`config.mk`:
```
export PLATFORM = sky130hd
export DESIGN_NAME = sorted_cell_set_unit
export DESIGN_NICKNAME = d
export VERILOG_FILES = /design/src/hdl/scs_pkg.sv /design/src/hdl/scs_cell.sv /design/src/hdl/sorted_cell_set_unit.sv
export SDC_FILE = /design/constraint.sdc
export NUM_CORES = 2
export LEC_CHECK = 0
export BUFFER_PORTS_ARGS = -buffer_cell sky130_fd_sc_hd__buf_2
export CAP_MARGIN = 10
export CORE_ASPECT_RATIO = 1.75
export CORE_MARGIN = 1
export CORE_UTILIZATION = 55
export DETAILED_ROUTE_END_ITERATION = 12
export PLACE_DENSITY_LB_ADDON = 0.12
export REMOVE_ABC_BUFFERS = 1
export SLEW_MARGIN = 20
export SYNTH_ARGS = -nofsm -noshare
export SYNTH_HDL_FRONTEND = slang
export SYNTH_SLANG_ARGS = --single-unit
```
`constraint.sdc`:
```
create_clock -name clk -period 13.4 [get_ports clk]
set_clock_uncertainty 0.05 [all_clocks]
set_input_delay 0 -clock clk [delete_from_list [all_inputs] [get_ports clk]]
set_output_delay 0 -clock clk [all_outputs]
set_load 0.02 [all_outputs]
```
`src/hdl/scs_pkg.sv`:
```
// shared types and constants for the sorted cell set
package scs_pkg;

	// field widths of the items
	localparam int CODE_W  = 16;
	localparam int COUNT_W = 6;
	localparam int OP_W    = 2;

	// operation codes carried in s_tuser
	typedef enum logic [OP_W-1:0] {
		OP_CLEAR = 2'd0,
		OP_ADD   = 2'd1,
		OP_QUERY = 2'd2
	} op_t;

	typedef logic [CODE_W-1:0] code_t;

	// compare flags reported by one cell
	typedef struct packed {
		logic lt;
		logic eq;
	} cell_flags_t;

endpackage

```
`src/hdl/scs_cell.sv`:
```
// one slot of the sorted chain: holds a code, compares it, shifts up on insert
module scs_cell (
	input  logic                 clk,
	input  logic                 occupied,
	input  logic                 insert,
	input  scs_pkg::code_t       code,
	input  scs_pkg::code_t       prev_entry,
	input  logic                 prev_lt,
	output scs_pkg::code_t       entry,
	output scs_pkg::cell_flags_t flags
);
	import scs_pkg::*;

	code_t entry_q;

	// compare the held code against the requested one
	always_comb begin
		flags.lt = occupied && (entry_q < code);
		flags.eq = occupied && (entry_q == code);
	end

	// on insert, the slot at the insertion point takes the new code,
	// slots above it take the neighbor's code, slots below keep theirs
	always_ff @(posedge clk) begin
		if (insert && !flags.lt) begin
			entry_q <= prev_lt ? code : prev_entry;
		end
	end

	assign entry = entry_q;

endmodule

```
`src/hdl/sorted_cell_set_unit.sv`:
```
// Sorted cell set: a bounded, ascending, duplicate-free set of 16-bit cell codes held in a
// chain of CAPACITY cells. Each item on the slave side carries an operation in s_tuser
// (clear, add, query) and a cell code in s_tdata; each produces exactly one result item
// with ok, the element count after the operation and the sticky truncated flag. Every
// cell compares its code with the request in parallel; the cell count, a hit OR over all
// cells and the shift of the chain on insert are settled at the accepting clock edge, so
// the block takes one item per cycle while s_tready is high. Results sit in an output
// register; s_tready is high whenever that register is empty or being drained, so a result
// waiting on m_tready does not stop the next item as long as it is taken in the same cycle.
module sorted_cell_set_unit #(
	parameter int CAPACITY = 48
) (
	input  logic        clk,
	input  logic        arst_n,
	// slave side
	input  logic        s_tvalid,
	output logic        s_tready,
	input  logic [15:0] s_tdata,   // [15:0] cell_req
	input  logic [1:0]  s_tuser,   // [1:0] op
	// master side
	output logic        m_tvalid,
	input  logic        m_tready,
	output logic [7:0]  m_tdata    // [0] ok, [6:1] count, [7] truncated
);
	import scs_pkg::*;

	localparam int CW = $clog2(CAPACITY + 1);

	logic [CW-1:0] count_q;
	logic          trunc_q;
	logic          out_valid_q;
	logic          ok_q;
	logic [COUNT_W-1:0] count_out_q;
	logic          trunc_out_q;

	code_t         entries   [CAPACITY];
	cell_flags_t   flags     [CAPACITY];
	logic [CAPACITY-1:0] hit_vec;

	op_t           op;
	code_t         code;
	logic          accept;
	logic          found;
	logic          full;
	logic          insert;
	logic          ok_d;
	logic [CW-1:0] count_d;
	logic          trunc_d;
	logic [CW+COUNT_W-1:0] count_ext;

	assign op     = op_t'(s_tuser);
	assign code   = s_tdata;
	assign accept = s_tvalid && s_tready;
	assign full   = (count_q == CW'(CAPACITY));
	assign found  = |hit_vec;

	// chain of cells
	for (genvar i = 0; i < CAPACITY; i++) begin : g_cell
		logic   prev_lt;
		code_t  prev_entry;
		if (i == 0) begin : g_first
			assign prev_lt    = 1'b1;
			assign prev_entry = code;
		end else begin : g_rest
			assign prev_lt    = flags[i-1].lt;
			assign prev_entry = entries[i-1];
		end
		scs_cell u_cell (
			.clk        (clk),
			.occupied   (CW'(i) < count_q),
			.insert     (insert),
			.code       (code),
			.prev_entry (prev_entry),
			.prev_lt    (prev_lt),
			.entry      (entries[i]),
			.flags      (flags[i])
		);
		assign hit_vec[i] = flags[i].eq;
	end

	// operation decode and next set state
	always_comb begin
		insert  = 1'b0;
		ok_d    = 1'b0;
		count_d = count_q;
		trunc_d = trunc_q;
		unique case (op)
			OP_CLEAR: begin
				ok_d    = 1'b1;
				count_d = '0;
				trunc_d = 1'b0;
			end
			OP_ADD: begin
				if (found) begin
					ok_d = 1'b1;
				end else if (full) begin
					trunc_d = 1'b1;
				end else begin
					ok_d    = 1'b1;
					insert  = accept;
					count_d = count_q + 1'b1;
				end
			end
			OP_QUERY: begin
				ok_d = found;
			end
			default: begin
				ok_d = 1'b0;
			end
		endcase
	end

	assign count_ext = {{COUNT_W{1'b0}}, count_d};

	// set state
	always_ff @(posedge clk or negedge arst_n) begin
		if (!arst_n) begin
			count_q <= '0;
			trunc_q <= 1'b0;
		end else if (accept) begin
			count_q <= count_d;
			trunc_q <= trunc_d;
		end
	end

	// output register valid
	always_ff @(posedge clk or negedge arst_n) begin
		if (!arst_n) begin
			out_valid_q <= 1'b0;
		end else if (accept) begin
			out_valid_q <= 1'b1;
		end else if (m_tready) begin
			out_valid_q <= 1'b0;
		end
	end

	// output register payload
	always_ff @(posedge clk) begin
		if (accept) begin
			ok_q        <= ok_d;
			count_out_q <= count_ext[COUNT_W-1:0];
			trunc_out_q <= trunc_d;
		end
	end

	assign s_tready = !out_valid_q || m_tready;
	assign m_tvalid = out_valid_q;
	assign m_tdata  = {trunc_out_q, count_out_q, ok_q};

	// the set never holds more than its capacity
	a_count_bound: assert property (@(posedge clk) disable iff (!arst_n)
		count_q <= CW'(CAPACITY))
		else $error("cell count above capacity");

	// a clear empties the set and drops the flag
	a_clear: assert property (@(posedge clk) disable iff (!arst_n)
		(accept && op == OP_CLEAR) |=> (count_q == '0 && !trunc_q))
		else $error("clear did not empty the set");

	// a refused add raises the sticky flag and leaves the count
	a_refuse: assert property (@(posedge clk) disable iff (!arst_n)
		(accept && op == OP_ADD && full && !found) |=>
		(trunc_q && $stable(count_q) && !ok_q))
		else $error("refused add handled wrongly");

	// a new code added below capacity grows the count by one
	a_insert: assert property (@(posedge clk) disable iff (!arst_n)
		(accept && op == OP_ADD && !full && !found) |=>
		(count_q == $past(count_q) + 1'b1))
		else $error("insert did not grow the set");

endmodule
```
==> impl_summary.md <==
Finish
The area taken by multi-input logic gates is 26600 µm². After filler insertion, the fill cell instance count of the layout stands at 7317. The diode insertion count for antenna repair is 0.

Of the cells placed in the final design, the portion with a size suffix greater than 1 is 0.260. The design area is 55700 µm². The storage element area is 23500 µm². The finished layout holds 5327 standard cells, fillers aside. The area growth from synthesis to layout is 9.34%.

The net count of the finished layout is 4868. At the end of the flow the core is filled with cells to 0.607.

Clocking
The number of instances resized during post-cts repair is 0. The number of sinks driven by the clock tree is 784. The root buffer cell chosen for the clock tree is clkbuf_16. The total setup buffers inserted after CTS is 0. The clock slew seen by the registers of the worst setup and hold paths is 70 ps. The clock passes through at most 3 buffers. For the worst-skew pair, the clock arrives at the later sink with an insertion delay of 690 ps. CTS built an H-tree with a depth of 3. The TritonCTS clock tree is built. Clock tree synthesis inserted a total of 80 buffers.

Global routing
The met3 usage in global routing is 0.0562. Global routing finished with a remaining overflow of 0. The global routing usage summed across all routing layers is 0.343. The number of global-route vias before repair is 36872.

The initial antenna violation count is 6. Entering global routing, the biggest net connects 50 pins. The layer flagged by global routing as most heavily used is met2. In the global route stage, met2 resource usage came out at 0.615. The wire length of the first global-routing pass is 232000 µm.

For met1 alone, demand over resource in global routing was 0.343.

Yosys
The proportion of register bits with asynchronous set or reset after synthesis is 0.0102. The share of synthesized area in the top cell type comes to 0.457. The average cell area after synthesis is 12.8 µm².

The synthesized design contains 784 register bits. Yosys printed 0 warnings. In the post-synthesis netlist, the biggest area contributors are edfxtp_1 46%, ha_1 19%, mux2_2 17%. The share of the synthesized area in compound gates (AO/OA/AOI/OAI) is 0.0854.

After synthesis the cells add up to 51000 µm². In the synthesized netlist, the cells that appear most often are 776 x edfxtp_1, 771 x ha_1, 752 x mux2_2, 205 x a21oi_1, 185 x nand4_1. After synthesis, the share of cell area in mux cells is 0.167. The cell type with the highest aggregate area in the netlist is edfxtp_1. Among all flip-flop cells after synthesis, the most frequent one is edfxtp_1. The cell count after synthesis is 3997. By area, the combinational part of the netlist is dominated by adder cells. The area fraction in and, or, nand and nor cells after synthesis is 0.0789.

Of the total synthesized cell area, the portion taken by XOR and XNOR cells is 0. The number of enable-type register cells in the synthesized netlist is 776. The synthesized netlist contains 72 unique library cells. The cell with the most instances after synthesis is edfxtp_1. Of the synthesized area, sequential elements account for 0.461. Of the total synthesized cell area, the portion taken by full adders, half adders and majority gates is 0.189.

STA
The ratio of final minimum period to clock period is 0.500. Setup repair after global routing left no endpoint under its margin. The final count of negative-setup-slack endpoints is 0.

The number of hold violations in the final report came to 0. Counting I/O delays and the setup requirement, the final critical path takes 6700 ps. After routing, the total negative slack on setup checks comes to 0 ps. The worst slew slack as a fraction of its limit is 0.219. The transition at the pin with the smallest max-transition slack is 1170 ps. The worst setup margin is 6700 ps.

Based on the critical path, the design can be clocked at up to 149 MHz. The count of final max-slew check failures is 0.

Worst hold path
The class of the worst hold path is in -> reg. Counting instances, the worst hold path has a depth of 4.

Critical path
STA classifies the critical path endpoint as a flop. Data on the critical path is required at its endpoint by 13730 ps. The maximum fanout along the worst path is 38. The number of cells on the worst reg-to-reg path is 11. The worst setup path is launched from an input port.

The worst setup path is of the in -> reg kind. The minimum setup slack among reg-to-reg paths is 7080 ps. The arrival time at the worst endpoint is 7030 ps.

Detailed routing
The average routed wire per standard cell is 29.8 µm. In the routed layout, each cell is associated on average with a via count of 6.57. The detailed router placed 34975 vias in this run. The first detailed-routing pass took 5 iterations.

The routed design has 159000 µm of wire. The detail route stage leaves a number of antenna-violating nets equal to 0. In the routed design, unresolved DRC markers number 0. The detailed router's first-iteration violation count is 2285.

Floorplanning
The die is 232 µm wide. The floorplan step set the die height to 405 µm. The number of placement rows is 147.

The die covers 94000 µm². The I/O pin count is 32. The starting utilization of the core area is 0.555. The region available for standard cell placement spans 91800 µm².

Power
The analysis attributes to cell leakage a power of 21.5 nW. The peak supply drop is 104 µV. The total power density per cell area is 116 nW/µm².

Place
The global placer's final weighted congestion is 0.961. In this run the cell area measured after placement is 52900 µm². The number of placed instances with taps included is 5164. The half-perimeter wire length of the detailed placement result is 111000 µm. The number of I/O port buffers is 31. Before CTS, the worst setup slack after placement is 6280 ps.

Job
The max-capacitance violation count is 0.

Status
The flow ran to the end, and the final reports show no timing, DRC or antenna violations.
-- registers in the layout, summed over array words and instances (netlist names) --
register / flops
g_cell.u_cell.entry: 768
count_out_q: 6
count_q: 6
m_tvalid: 1
ok_q: 1
trunc_out_q: 1
trunc_q: 1
-- power breakdown --
group,switching [W],leakage (nW),internal [W]
clock,0.00101,1.28,0.00131
sequential,0.0000560,7.13,0.00283
combinational,0.000706,13.1,0.000550
-- placed cells by master, fill, tap and decap left out, types with 7 or more instances in the layout --
| master | Yosys | layout |
|---|---|---|
| nor2b_1 | 112 | 105 |
| clkbuf_16 | 0 | 83 |
| nor2_2 | 1 | 10 |
| or4_1 | 9 | 9 |
| o21ai_1 | 17 | 17 |
| a21boi_0 | 11 | 11 |
| o21a_1 | 34 | 34 |
| a31oi_1 | 22 | 22 |
| nand2_1 | 125 | 125 |
| a211oi_1 | 35 | 34 |
| edfxtp_1 | 776 | 776 |
| clkinv_1 | 0 | 10 |
| or3_1 | 9 | 8 |
| nand3_1 | 35 | 35 |
| buf_2 | 10 | 30 |
| nand4_1 | 185 | 185 |
| a211o_1 | 16 | 16 |
| o211ai_1 | 11 | 11 |
| nor2_1 | 128 | 119 |
| nor2b_2 | 0 | 7 |
| nand2b_1 | 50 | 50 |
| clkinv_2 | 0 | 28 |
| inv_1 | 73 | 58 |
| clkbuf_1 | 145 | 9 |
| a21o_1 | 102 | 102 |
| ha_1 | 771 | 771 |
| o2111ai_1 | 8 | 8 |
| buf_4 | 2 | 115 |
| nor3_1 | 39 | 39 |
| o21ai_0 | 182 | 182 |
| nand3b_1 | 9 | 9 |
| mux2_2 | 752 | 752 |
| nor4_1 | 17 | 16 |
| a21oi_1 | 205 | 205 |
| dlygate4sd3_1 | 0 | 20 |
| bufinv_16 | 0 | 8 |
-- repair_timing --
action / CTS / global route
setup endpoints to repair: 0 / 0
endpoints found under the hold margin: 61 / 0
hold buffers: 20 / 0
-- stage by stage --
stage | power [W] | hold WS [ps]
after floorplan | 0.00374 | -346
after global placement | 0.00415 | -147
after detailed placement | 0.00417 | -144
after CTS | 0.00647 | 13.2
after global routing | 0.00666 | 60.8
final | 0.00645 | 46.9
-- cell type report --
type	instances	share of cell area
multi-input cells	2970	0.477
well taps	1192	0.0268
repair buffers	166	0.0220
clock inverters	46	0.00824
clock buffers	96	0.0389
inverters	73	0.00521
flip-flops and latches	784	0.422
-- worst paths after layout --
path                            start                         end
min reg2reg                   trunc_q                     trunc_q
max reg2reg                count_q[1]  g_cell[23].u_cell.entry[0]
max                        s_tdata[6]  g_cell[23].u_cell.entry[0]
min                          m_tready                        ok_q
max in group asynchronous      arst_n                  count_q[5]
min in group asynchronous      arst_n                    m_tvalid
-- per-layer routing --
metal  share of wire  vias up
li1                -    15900
met1            0.34    17261
met2            0.51     1220
met3           0.052      588
met4           0.096        6
met5         0.00023        -
-- critical path, cell delays in order --
cell	delay (ps)
dlygate4sd3_1	530
buf_2	570
clkinv_2	680
buf_4	590
ha_1	430
nand4_1	130
nor4_1	100
buf_4	180
a32oi_2	270
o221ai_1	190
or4_1	530
or4_1	630
or3_2	710
buf_4	440
nor2b_1	640
buf_4	290
-- cell families after synthesis --
group           Yosys count
mux                     754
simple gates            747
compound gates          698
flops                   784
fa+ha+maj               771
buf+inv                 243
Note: power is estimated with default switching activity, not from simulation.
